===== config.mk =====
export PLATFORM = sky130hd
export DESIGN_NAME = fdc_core
export DESIGN_NICKNAME = d
export VERILOG_FILES = /design/src/hdl/fdc_pkg.sv /design/src/hdl/fdc_core.sv
export SDC_FILE = /design/constraint.sdc
export NUM_CORES = 1
export LEC_CHECK = 0
export CORE_ASPECT_RATIO = 0.7
export CORE_MARGIN = 1.5
export CORE_UTILIZATION = 55
export CTS_CLUSTER_DIAMETER = 40
export DETAILED_ROUTE_END_ITERATION = 16
export DONT_BUFFER_PORTS = 1
export PLACE_DENSITY = 0.74
export SKIP_LAST_GASP = 1
export SYNTH_ARGS = -nofsm -noshare
export SYNTH_HDL_FRONTEND = slang
export SYNTH_SLANG_ARGS = --single-unit

===== constraint.sdc =====
create_clock -name clk -period 1.86 [get_ports clk]
set_input_delay 0.372 -clock clk [delete_from_list [all_inputs] [get_ports clk]]
set_output_delay 0.372 -clock clk [all_outputs]
set_load 0.01 [all_outputs]

===== src/hdl/fdc_pkg.sv =====
package fdc_pkg;

  // geometry of the sector store
  localparam int DRIVES            = 2;
  localparam int SIDE_COUNT        = 2;
  localparam int TRACK_COUNT       = 80;
  localparam int SECTORS_PER_TRACK = 16;
  localparam int SECTOR_BYTES      = 256;

  localparam int STORE_SIZE = DRIVES * SIDE_COUNT * TRACK_COUNT * SECTORS_PER_TRACK
                              * SECTOR_BYTES;
  localparam int ADDR_W     = $clog2(STORE_SIZE);
  localparam int BYTE_POS_W = 9;

  // register offsets in the bus window
  localparam logic [2:0] REG_CONTROL = 3'd0;
  localparam logic [2:0] REG_CMD     = 3'd4;
  localparam logic [2:0] REG_TRACK   = 3'd5;
  localparam logic [2:0] REG_SECTOR  = 3'd6;
  localparam logic [2:0] REG_DATA    = 3'd7;

  // command codes, bits 7..4 of the command byte
  localparam logic [3:0] OP_RESTORE = 4'h0;
  localparam logic [3:0] OP_SEEK    = 4'h1;
  localparam logic [3:0] OP_STEP_IN = 4'h5;
  localparam logic [3:0] OP_READ    = 4'h8;
  localparam logic [3:0] OP_WRITE   = 4'hA;
  localparam logic [3:0] OP_FORCE   = 4'hD;

  // register values and status bits
  localparam logic [7:0] CTRL_RESET  = 8'hFF;
  localparam logic [7:0] STATUS_IDLE = 8'h80;
  localparam logic [7:0] STATUS_XFER = 8'h83;
  localparam logic [7:0] ST_BUSY     = 8'h01;
  localparam logic [7:0] ST_DRQ      = 8'h02;
  localparam logic [7:0] ST_TRK0     = 8'h04;

  // request to the sector store
  typedef struct packed {
    logic              rd;
    logic              wr;
    logic [ADDR_W-1:0] addr;
    logic [7:0]        wdata;
  } mem_req_t;

  // result of one bus transaction
  typedef struct packed {
    logic [7:0] rdata;
    logic       use_mem;
    logic       bad_command;
    logic       out_of_range;
    logic [1:0] modified_mask;
  } res_t;

  // linear store address of the current head position
  function automatic logic [ADDR_W-1:0] store_addr(
    input logic       drive,
    input logic       side,
    input logic [7:0] track,
    input logic [7:0] sector,
    input logic [BYTE_POS_W-1:0] byte_pos
  );
    int a;
    a = (((int'(drive) * SIDE_COUNT + int'(side)) * TRACK_COUNT + int'(track))
         * SECTORS_PER_TRACK + int'(sector)) * SECTOR_BYTES + int'(byte_pos[7:0]);
    return a[ADDR_W-1:0];
  endfunction

  // head position lies inside the store
  function automatic logic store_in_range(
    input logic       drive,
    input logic       side,
    input logic [7:0] track,
    input logic [7:0] sector
  );
    return (int'(drive) < DRIVES) && (int'(side) < SIDE_COUNT) &&
           (int'(track) < TRACK_COUNT) && (int'(sector) < SECTORS_PER_TRACK);
  endfunction

endpackage


===== src/hdl/fdc_core.sv =====
module fdc_core (
  input  logic              clk,
  input  logic              rst_n,
  input  logic              go,
  input  logic              req_type,
  input  logic [2:0]        reg_offset,
  input  logic [7:0]        wdata,
  input  logic [7:0]        mem_q,
  output fdc_pkg::mem_req_t mem_req,
  output fdc_pkg::res_t     res
);

  logic [7:0] control_r, control_nxt;
  logic [7:0] status_r, status_nxt;
  logic [7:0] track_r, track_nxt;
  logic [7:0] sector_r, sector_nxt;
  logic [7:0] data_r, data_nxt;
  logic       data_mem_r, data_mem_nxt;
  logic [7:0] command_r, command_nxt;
  logic [7:0] head_track_r, head_track_nxt;
  logic [7:0] head_sector_r, head_sector_nxt;
  logic [fdc_pkg::BYTE_POS_W-1:0] byte_pos_r, byte_pos_nxt;
  logic       drive_r, drive_nxt;
  logic       side_r, side_nxt;
  logic [1:0] modified_r, modified_nxt;

  logic [7:0] data_eff;
  logic [3:0] op;
  logic [3:0] cur_op;
  logic       in_range;
  logic [7:0] head_inc;
  logic [fdc_pkg::BYTE_POS_W-1:0] byte_pos_inc;
  logic       xfer_done;
  logic [7:0] st;

  // data register may still sit in the store read register
  assign data_eff     = data_mem_r ? mem_q : data_r;
  assign op           = wdata[7:4];
  assign cur_op       = command_r[7:4];
  assign in_range     = fdc_pkg::store_in_range(drive_r, side_r, head_track_r, head_sector_r);
  assign head_inc     = head_track_r + 8'd1;
  assign byte_pos_inc = byte_pos_r + fdc_pkg::BYTE_POS_W'(1);
  assign xfer_done    = byte_pos_inc >= fdc_pkg::BYTE_POS_W'(fdc_pkg::SECTOR_BYTES);

  // register update for one transaction
  always_comb begin
    control_nxt     = control_r;
    status_nxt      = status_r;
    track_nxt       = track_r;
    sector_nxt      = sector_r;
    data_nxt        = data_r;
    data_mem_nxt    = data_mem_r;
    command_nxt     = command_r;
    head_track_nxt  = head_track_r;
    head_sector_nxt = head_sector_r;
    byte_pos_nxt    = byte_pos_r;
    drive_nxt       = drive_r;
    side_nxt        = side_r;
    modified_nxt    = modified_r;
    st              = status_r;

    mem_req.rd    = 1'b0;
    mem_req.wr    = 1'b0;
    mem_req.addr  = fdc_pkg::store_addr(drive_r, side_r, head_track_r, head_sector_r,
                                        byte_pos_r);
    mem_req.wdata = wdata;

    res.rdata        = 8'h00;
    res.use_mem      = 1'b0;
    res.bad_command  = 1'b0;
    res.out_of_range = 1'b0;

    if (req_type) begin
      unique case (reg_offset)
        fdc_pkg::REG_CONTROL: begin
          control_nxt = wdata;
          if (wdata[5]) begin
            control_nxt = fdc_pkg::CTRL_RESET;
            status_nxt  = fdc_pkg::STATUS_IDLE;
          end
          if (wdata[1]) begin
            drive_nxt = 1'b1;
          end else if (wdata[0]) begin
            drive_nxt = 1'b0;
          end
          side_nxt = wdata[2];
        end
        fdc_pkg::REG_CMD: begin
          if (!status_r[0] || op == fdc_pkg::OP_FORCE) begin
            command_nxt = wdata;
            st = status_r | fdc_pkg::ST_BUSY;
            unique case (op)
              fdc_pkg::OP_RESTORE: begin
                track_nxt      = 8'h00;
                head_track_nxt = 8'h00;
                st = (st & ~fdc_pkg::ST_BUSY) | fdc_pkg::ST_TRK0;
              end
              fdc_pkg::OP_SEEK: begin
                track_nxt      = data_eff;
                head_track_nxt = data_eff;
                st = st & ~(fdc_pkg::ST_BUSY | fdc_pkg::ST_TRK0);
                if (data_eff == 8'h00) begin
                  st = st | fdc_pkg::ST_TRK0;
                end
              end
              fdc_pkg::OP_STEP_IN: begin
                track_nxt      = head_inc;
                head_track_nxt = head_inc;
                st = st & ~(fdc_pkg::ST_BUSY | fdc_pkg::ST_TRK0);
              end
              fdc_pkg::OP_READ, fdc_pkg::OP_WRITE: begin
                st              = fdc_pkg::STATUS_XFER;
                byte_pos_nxt    = '0;
                head_track_nxt  = track_r;
                head_sector_nxt = sector_r;
                if (op == fdc_pkg::OP_WRITE) begin
                  modified_nxt = modified_r | (2'b01 << drive_r);
                end
              end
              default: begin
                st = st & ~fdc_pkg::ST_BUSY;
                res.bad_command = 1'b1;
              end
            endcase
            status_nxt = st;
          end
        end
        fdc_pkg::REG_TRACK: track_nxt = wdata;
        fdc_pkg::REG_SECTOR: sector_nxt = wdata;
        fdc_pkg::REG_DATA: begin
          st           = status_r & ~fdc_pkg::ST_DRQ;
          data_nxt     = wdata;
          data_mem_nxt = 1'b0;
          if (cur_op == fdc_pkg::OP_WRITE) begin
            if (in_range) begin
              mem_req.wr = 1'b1;
            end else begin
              res.out_of_range = 1'b1;
            end
            byte_pos_nxt = byte_pos_inc;
            if (xfer_done) begin
              st          = fdc_pkg::STATUS_IDLE;
              command_nxt = 8'h00;
            end else begin
              st = st | fdc_pkg::ST_DRQ;
            end
          end
          status_nxt = st;
        end
        default: ;
      endcase
    end else begin
      unique case (reg_offset)
        fdc_pkg::REG_CONTROL: res.rdata = control_r;
        fdc_pkg::REG_CMD:     res.rdata = status_r;
        fdc_pkg::REG_TRACK:   res.rdata = track_r;
        fdc_pkg::REG_SECTOR:  res.rdata = sector_r;
        fdc_pkg::REG_DATA: begin
          res.rdata = data_eff;
          if (cur_op == fdc_pkg::OP_READ) begin
            if (in_range) begin
              mem_req.rd   = 1'b1;
              data_mem_nxt = 1'b1;
              res.use_mem  = 1'b1;
            end else begin
              data_nxt         = 8'h00;
              data_mem_nxt     = 1'b0;
              res.rdata        = 8'h00;
              res.out_of_range = 1'b1;
            end
            byte_pos_nxt = byte_pos_inc;
            if (xfer_done) begin
              status_nxt  = fdc_pkg::STATUS_IDLE;
              command_nxt = 8'h00;
            end
          end
        end
        default: ;
      endcase
    end

    res.modified_mask = modified_nxt;

    // nothing moves without a transaction
    if (!go) begin
      mem_req.rd = 1'b0;
      mem_req.wr = 1'b0;
    end
  end

  // controller state
  always_ff @(posedge clk) begin
    if (!rst_n) begin
      control_r     <= fdc_pkg::CTRL_RESET;
      status_r      <= fdc_pkg::STATUS_IDLE;
      track_r       <= 8'h00;
      sector_r      <= 8'h00;
      data_r        <= 8'h00;
      data_mem_r    <= 1'b0;
      command_r     <= 8'h00;
      head_track_r  <= 8'h00;
      head_sector_r <= 8'h00;
      byte_pos_r    <= '0;
      drive_r       <= 1'b0;
      side_r        <= 1'b0;
      modified_r    <= 2'b00;
    end else if (go) begin
      control_r     <= control_nxt;
      status_r      <= status_nxt;
      track_r       <= track_nxt;
      sector_r      <= sector_nxt;
      data_r        <= data_nxt;
      data_mem_r    <= data_mem_nxt;
      command_r     <= command_nxt;
      head_track_r  <= head_track_nxt;
      head_sector_r <= head_sector_nxt;
      byte_pos_r    <= byte_pos_nxt;
      drive_r       <= drive_nxt;
      side_r        <= side_nxt;
      modified_r    <= modified_nxt;
    end
  end

endmodule


==> qor.csv, run 1 <==
stage;metric;value;unit
sta;clk_skew;0.00634;ns
routing;Total Wirelength;13.6;mm
floorplanning;Core ar.;0.00745;mm^2
floorplanning;Die ar.;0.00843;mm^2
layout;finished layout cell area;0.00541;mm^2
job;Max-cap violations;0;
global_route;GRT met1 Usage;48.6;%
layout;commonest non-fill, non-tap cell in the layout;nor2_1;
global_route;met2 Use GR;47.9;%
power;worst vdd ir;0.604;mV
floorplanning;DIE WIDTH;109;um
layout;Area Growth Syn to Fin;24.9;%
power;Power Density;538;mW/mm^2
placed_design;Placer Congestion;0.936;
sta;relative slew slack;59.2;%
floorplanning;io pins;67;
synthesis;Post-Synthesis Cells;520;
global_route;first-pass GRT wire length;21.6;mm
worst_setup_path;CP endpoint kind;output port;
global_route;vias in the first global route;4084;
cts;H-tree Lvls;3;
cts;cts hold-fix bufs;0;
floorplanning;Initial Util;58.2;%
sta;min cycle time layout;2.33;ns
sta;post-route clock period utilization;125;%
synthesis;Synth Warn #;0;
worst_setup_path;critical path startpoint category;flip-flop;
layout;ant diodes;0;
global_route;GR Layer Usage met3;10.8;%
routing;Routed Antenna Nets;0;
worst_setup_path;CP Cell Sequence;ha_4 > inv_2 > fa_2 > nor2b_2 > o21ai_1 > nand2b_1 > nand3b_1 > xor2_2;
synthesis;Post-Syn Area;0.00433;mm^2
sta;Slew @ Worst Pin;0.610;ns
sta;final slew viol count;0;
routing;Iteration-0 DRC Markers;380;
sta;Final setup violation count;27;
worst_setup_path;Critical Path Max Stage Delay;0.38;ns
worst_setup_path;Setup crit start;head_sector_r[4];
floorplanning;row count;26;
layout;commonest cells after routing, fill and taps aside;nor2_1, buf_4, dfxtp_1, nand2_1, mux2i_1;
sta;PnR worst setup slack;-0.472;ns
cts;number of buffers created by CTS;9;
global_route;initial antenna violation count;0;
routing;DR DRC count;0;
synthesis;Post-synth EDFFs;0;
layout;layout cells sized above 1;34.7;%
power;Leak;2.03;nW
global_route;largest net degree at the start of global routing;33;
worst_setup_path;worst r2r src;command_r[4];
worst_hold_path;critical hold path startpoint;rst_n;
synthesis;Async SR Flop Fraction;0;%
placed_design;Placement Setup Slack;-0.176;ns
layout;nets;589;
placed_design;number of port buffers;0;
layout;Fill cells;566;
synthesis;syn_area_per_cell;8.33;um^2
synthesis;Yosys reg bits;70;
cts;Root Buffer;clkbuf_8;
worst_setup_path;Crit Path Class;flip-flop to output port;
cts;Clk pin slew, worst setup/hold paths;0.07;ns
synthesis;ys flop type;dfxtp_1;
placed_design;Post-DP Area;0.00475;mm^2
sta;Final Hold Fails;0;
outcome;outcome;finished with violations;
worst_setup_path;worst path arrival time;1.96;ns
global_route;Most Crowded Layer GR;met1;
cts;worst-skew pair later-pin latency;0.36;ns
global_route;Total GRT Usage;33.8;%
power;Tot Pwr;2.91;mW
routing;vias post-DR;4260;
synthesis;Synth cell types;71;
synthesis;sequential area share after synthesis;32.3;%
worst_hold_path;Hold WC Path Type;input port to flip-flop;
cts;CTS tree;built;
floorplanning;Die Span Y;77.3;um
cts;deepest clock path buffer count;2;
routing;post-DR vias/cell;6.48;
sta;Max Fclk;429;MHz
outcome;failing checks;negative setup slack;
placed_design;DP HPWL;9.51;mm
global_route;GRT overflow;0;
routing;drt first pass iters;7;
sta;Setup TNS;-6.93;ns
sta;RSZ-0062 raised after global routing;true;
synthesis;syn nets;555;
cts;CTS Sinks;70;
worst_setup_path;critical-path maximum fanout;3;
worst_setup_path;Worst path slowest cell;dfxtp_4;
worst_setup_path;Worst Path Required;1.49;ns
routing;WL/cell;20.7;um
[worst paths after layout]
path                            slack [ns]            to  cells past startpoint
worst min register to register        0.48  control_r[5]                      2
worst max register to register       -0.20   status_r[2]                      6
worst min-delay path                  0.10  control_r[5]                      1
worst max-delay path                 -0.47   mem_req[28]                      8
[final cells by class]
type	count	area (um^2)	share of cell area, %
repair buffers	73	614	11.4
clock buffers	9	124	2.29
clock inverters	7	50.0	0.925
well taps	98	123	2.27
inverters	12	45.0	0.832
flip-flops and latches	70	1430	26.5
multi-input cells	388	3020	55.9
[cell usage after synthesis (4+ instances only)]
cell / instances / area (um^2)
o21ai_0: 30 / 150
nand3_1: 21 / 105
a221oi_1: 8 / 70.1
buf_4: 23 / 173
mux2_2: 13 / 146
nand2b_1: 4 / 25.0
buf_2: 8 / 40.0
ha_1: 10 / 125
nor3_1: 8 / 40.0
nor2_1: 75 / 282
xnor2_1: 10 / 87.6
dfxtp_1: 70 / 1400
a21oi_1: 20 / 100
and2_1: 4 / 25.0
o211a_1: 4 / 40.0
xor2_1: 4 / 35.0
o211ai_1: 6 / 45.0
inv_1: 10 / 37.5
nand4_1: 4 / 25.0
nor4_1: 7 / 43.8
a22oi_1: 23 / 173
mux2i_1: 24 / 240
clkbuf_1: 16 / 60.1
a211oi_1: 5 / 37.5
o31ai_1: 4 / 30.0
nand2_1: 32 / 120
nor3b_1: 4 / 30.0
or3_1: 8 / 50.1
a21o_1: 7 / 52.6
[power by group]
part | switching, mW | internal [mW]
registers | 0.0140 | 1.50
logic | 0.163 | 0.128
clock network | 0.621 | 0.484
[registers in the layout (all words and copies together), names as in the netlist, 2 cells and up]
signal         count
control_r          8
sector_r           8
head_track_r       8
command_r          4
modified_r         2
status_r           4
data_r             8
track_r            8
byte_pos_r         9
head_sector_r      8
[timing repair]
action,CTS,global route
setup buffers,10,4
endpoints found under the setup margin,30,41
gates cloned,0,0
pin swaps,25,37
gates resized for setup,44,54
[stage by stage]
step	std cells	util, %	hold slack (ns)
floorplan	520	-	0.414
global placement	629	63.7	0.450
finish	657	72.6	0.104
global route	657	72.6	0.0878
detailed placement	629	63.7	0.456
CTS	654	69.6	0.0694
[worst max-delay path: cells and delay by family, from the launching register on]
kind,cells,cell delay [ns]
compound gates,1,0.07
xor+xnor,1,0.20
flops,1,0.38
simple gates,3,0.42
fa+ha+maj,2,0.50
buf+inv,1,0.04
[per-layer routing]
metal,share of wire [%],wire [um],up-vias
met2,43,5850,255
li1,-,-,1963
met5,0,0,-
met3,12,1680,20
met1,43,5910,2022
met4,1.3,182,0
[cells by family (layout without fill, tap and decap cells)]
group	count (synthesis)	count (layout)	synth area share (%)
muxes	37	37	8.92
DFF	70	70	32.3
and+or+nand+nor	194	194	23.1
buffers and inverters	62	101	7.77
xor gates and xnor gates	14	14	2.83
adders and majority gates	12	12	3.81
AOI/OAI and AO/OA	131	131	21.2
Note: power is estimated with default switching activity, not from simulation.
==> run 2, diff against run 1 <==
==> constraint.sdc (replaced) <==
create_clock -name clk -period 2 [get_ports clk]
set_input_delay 0.4 -clock clk [delete_from_list [all_inputs] [get_ports clk]]
set_output_delay 0.4 -clock clk [all_outputs]
set_load 0.01 [all_outputs]
==> qor.csv, run 2 (synthesis results as in run 1) <==
stage;metric;value;unit;change
sta;final slew viol count;0;;unchanged
sta;Slew @ Worst Pin;0.532;ns;was 0.610 ns
placed_design;DP HPWL;9.19;mm;was 9.51 mm
worst_setup_path;FF-to-FF setup slack;-0.10;ns;was -0.20 ns
worst_setup_path;Worst Path Required;1.60;ns;was 1.49 ns
layout;finished layout cell area;0.00555;mm^2;was 0.00541 mm^2
power;Power Density;543;mW/mm^2;was 538 mW/mm^2
layout;commonest non-fill, non-tap cell in the layout;nor2_1;;unchanged
sta;Final setup violation count;26;;was 27
worst_setup_path;critical-path maximum fanout;3;;unchanged
cts;H-tree Lvls;3;;unchanged
power;Logic pwr share;9.8;%;was 10.0%
placed_design;number of port buffers;0;;unchanged
floorplanning;Initial Util;58.2;%;unchanged
routing;post-DR vias/cell;6.93;;was 6.48
power;Tot Pwr;3.02;mW;was 2.91 mW
sta;RSZ-0062 raised after global routing;true;;unchanged
routing;Total Wirelength;14.8;mm;was 13.6 mm
layout;nets;585;;was 589
global_route;largest net degree at the start of global routing;33;;unchanged
floorplanning;Die ar.;0.00843;mm^2;unchanged
layout;Final Core Density;74.5;%;was 72.6%
power;power share of the sequential group;46.9;%;was 52.1%
sta;relative slew slack;64.5;%;was 59.2%
global_route;initial antenna violation count;0;;unchanged
power;sw frac;26.1;%;was 27.4%
global_route;Total GRT Usage;32.9;%;was 33.8%
floorplanning;Core ar.;0.00745;mm^2;unchanged
sta;min cycle time layout;2.44;ns;
layout;commonest cells after routing, fill and taps aside;nor2_1, dfxtp_1, buf_4, nand2_1, o21ai_0;;was nor2_1, buf_4, dfxtp_1, nand2_1, mux2i_1
sta;clk_skew;0.0153;ns;was 0.00634 ns
worst_setup_path;Crit Path Class;flip-flop to output port;;unchanged
worst_hold_path;Hold WC Path Type;input port to flip-flop;;unchanged
layout;ant diodes;0;;unchanged
floorplanning;Die Span Y;77.3;um;unchanged
floorplanning;row count;26;;unchanged
job;Max-cap violations;0;;unchanged
cts;Clk pin slew, worst setup/hold paths;0.09;ns;was 0.07 ns
layout;layout cells sized above 1;33.5;%;was 34.7%
routing;drt first pass iters;6;;was 7
routing;WL/cell;22.6;um;was 20.7 um
cts;number of buffers created by CTS;9;;unchanged
power;clock share of power;43.4;%;was 37.9%
layout;max reg flops;9;;unchanged
cts;CTS tree;built;;unchanged
worst_setup_path;CP endpoint kind;output port;;unchanged
routing;DR DRC count;0;;unchanged
cts;Root Buffer;clkbuf_8;;unchanged
layout;Area Growth Syn to Fin;28.1;%;was 24.9%
worst_setup_path;worst path arrival time;2.04;ns;was 1.96 ns
cts;worst-skew pair later-pin latency;0.37;ns;was 0.36 ns
routing;Iteration-0 DRC Markers;805;;was 380
worst_setup_path;critical path startpoint category;flip-flop;;unchanged
floorplanning;io pins;67;;unchanged
outcome;failing checks;negative setup slack;;unchanged
power;Leak;2.04;nW;was 2.03 nW
global_route;vias in the first global route;4134;;was 4,084
power;Int Pwr;2.23;mW;was 2.12 mW
placed_design;Post-DP Area;0.00461;mm^2;was 0.00475 mm^2
sta;Max Fclk;409;MHz;
sta;Final Hold Fails;0;;unchanged
layout;Largest Register;byte_pos_r;;unchanged
cts;CTS Sinks;70;;unchanged
global_route;GRT overflow;0;;unchanged
sta;Hold Worst Slack;0.134;ns;was 0.104 ns
cts;deepest clock path buffer count;2;;unchanged
power;worst vdd ir;0.478;mV;was 0.604 mV
sta;PnR worst setup slack;-0.442;ns;was -0.472 ns
power;P_sw;0.788;mW;was 0.798 mW
global_route;first-pass GRT wire length;21.2;mm;was 21.6 mm
routing;vias post-DR;4525;;was 4,260
sta;post-route clock period utilization;122;%;
placed_design;Placer Congestion;1.00;;was 0.936
floorplanning;DIE WIDTH;109;um;unchanged
routing;Routed Antenna Nets;0;;unchanged
outcome;outcome;finished with violations;;unchanged
[run 2: cell types whose count changed in the layout (fill, tap and decap cells not counted), sizes merged]
cell / change
buf: -4
bufinv: +2
clkinv: -1
clkinvlp: -1
[run 2: final timing paths]
path	from	to	cells after the start
setup / recovery	head_sector_r[4]	mem_req[28]	8
setup reg to reg	command_r[4]	byte_pos_r[4]	8
hold / removal	rst_n	control_r[3]	1
hold reg to reg	status_r[1]	status_r[1]	2
[run 2: what timing repair did]
action,4_1_cts,5_1_grt
pin swaps,34,39
endpoints found under the setup margin,22,29
hold buffers,0,0
resized for setup,60,50
setup buffers,13,12
[run 2: worst max-delay path, stage by stage (launching register included)]
cell      delay [ns]
dfxtp_4         0.38
ha_4            0.14
inv_2           0.04
fa_2            0.36
nor2b_2         0.14
o21ai_1         0.07
nand2b_1        0.17
nand3b_1        0.15
xor2_2          0.21
[run 2: power by group through the flow]
stage / combinational (mW) / clock [mW] / sequential (mW)
floorplan: 0.212 / 0 / 1.44
CTS: 0.253 / 1.30 / 1.41
detailed placement: 0.223 / 0 / 1.45
global placement: 0.218 / 0 / 1.45
finish: 0.295 / 1.31 / 1.41
global route: 0.311 / 1.36 / 1.41
[run 2: stage by stage]
stage | setup WS [ns] | std cells | TNS, ns
5_1_grt | -0.507 | 653 | -7.81
6_report | -0.442 | 653 | -6.13
3_3_place_gp | -0.0543 | 617 | -0.0543
3_5_place_dp | -0.0756 | 617 | -0.194
4_1_cts | -0.326 | 645 | -3.54
2_1_floorplan | 0.000477 | 520 | 0
[run 2: metal layers]
metal / vias to the layer above / track usage, % / wire length, um / part of all wire (%)
met5: - / 0 / 0 / 0
met2: 365 / 48.1 / 6420 / 43
met4: 0 / 8.42 / 460 / 3.1
met1: 2153 / 44.5 / 5810 / 39
li1: 1947 / - / - / -
met3: 60 / 13.5 / 2080 / 14
[run 2: area by class of cell]
| cell class | count | area [um^2] |
|---|---|---|
| Inverter | 12 | 45.0 |
| Clock inverter | 7 | 97.6 |
| Multi-Input combinational cell | 388 | 3130 |
| Sequential cell | 70 | 1430 |
| Clock buffer | 9 | 124 |
| Tap cell | 98 | 123 |
| Fill cell | 501 | 1900 |
| Timing Repair Buffer | 69 | 601 |
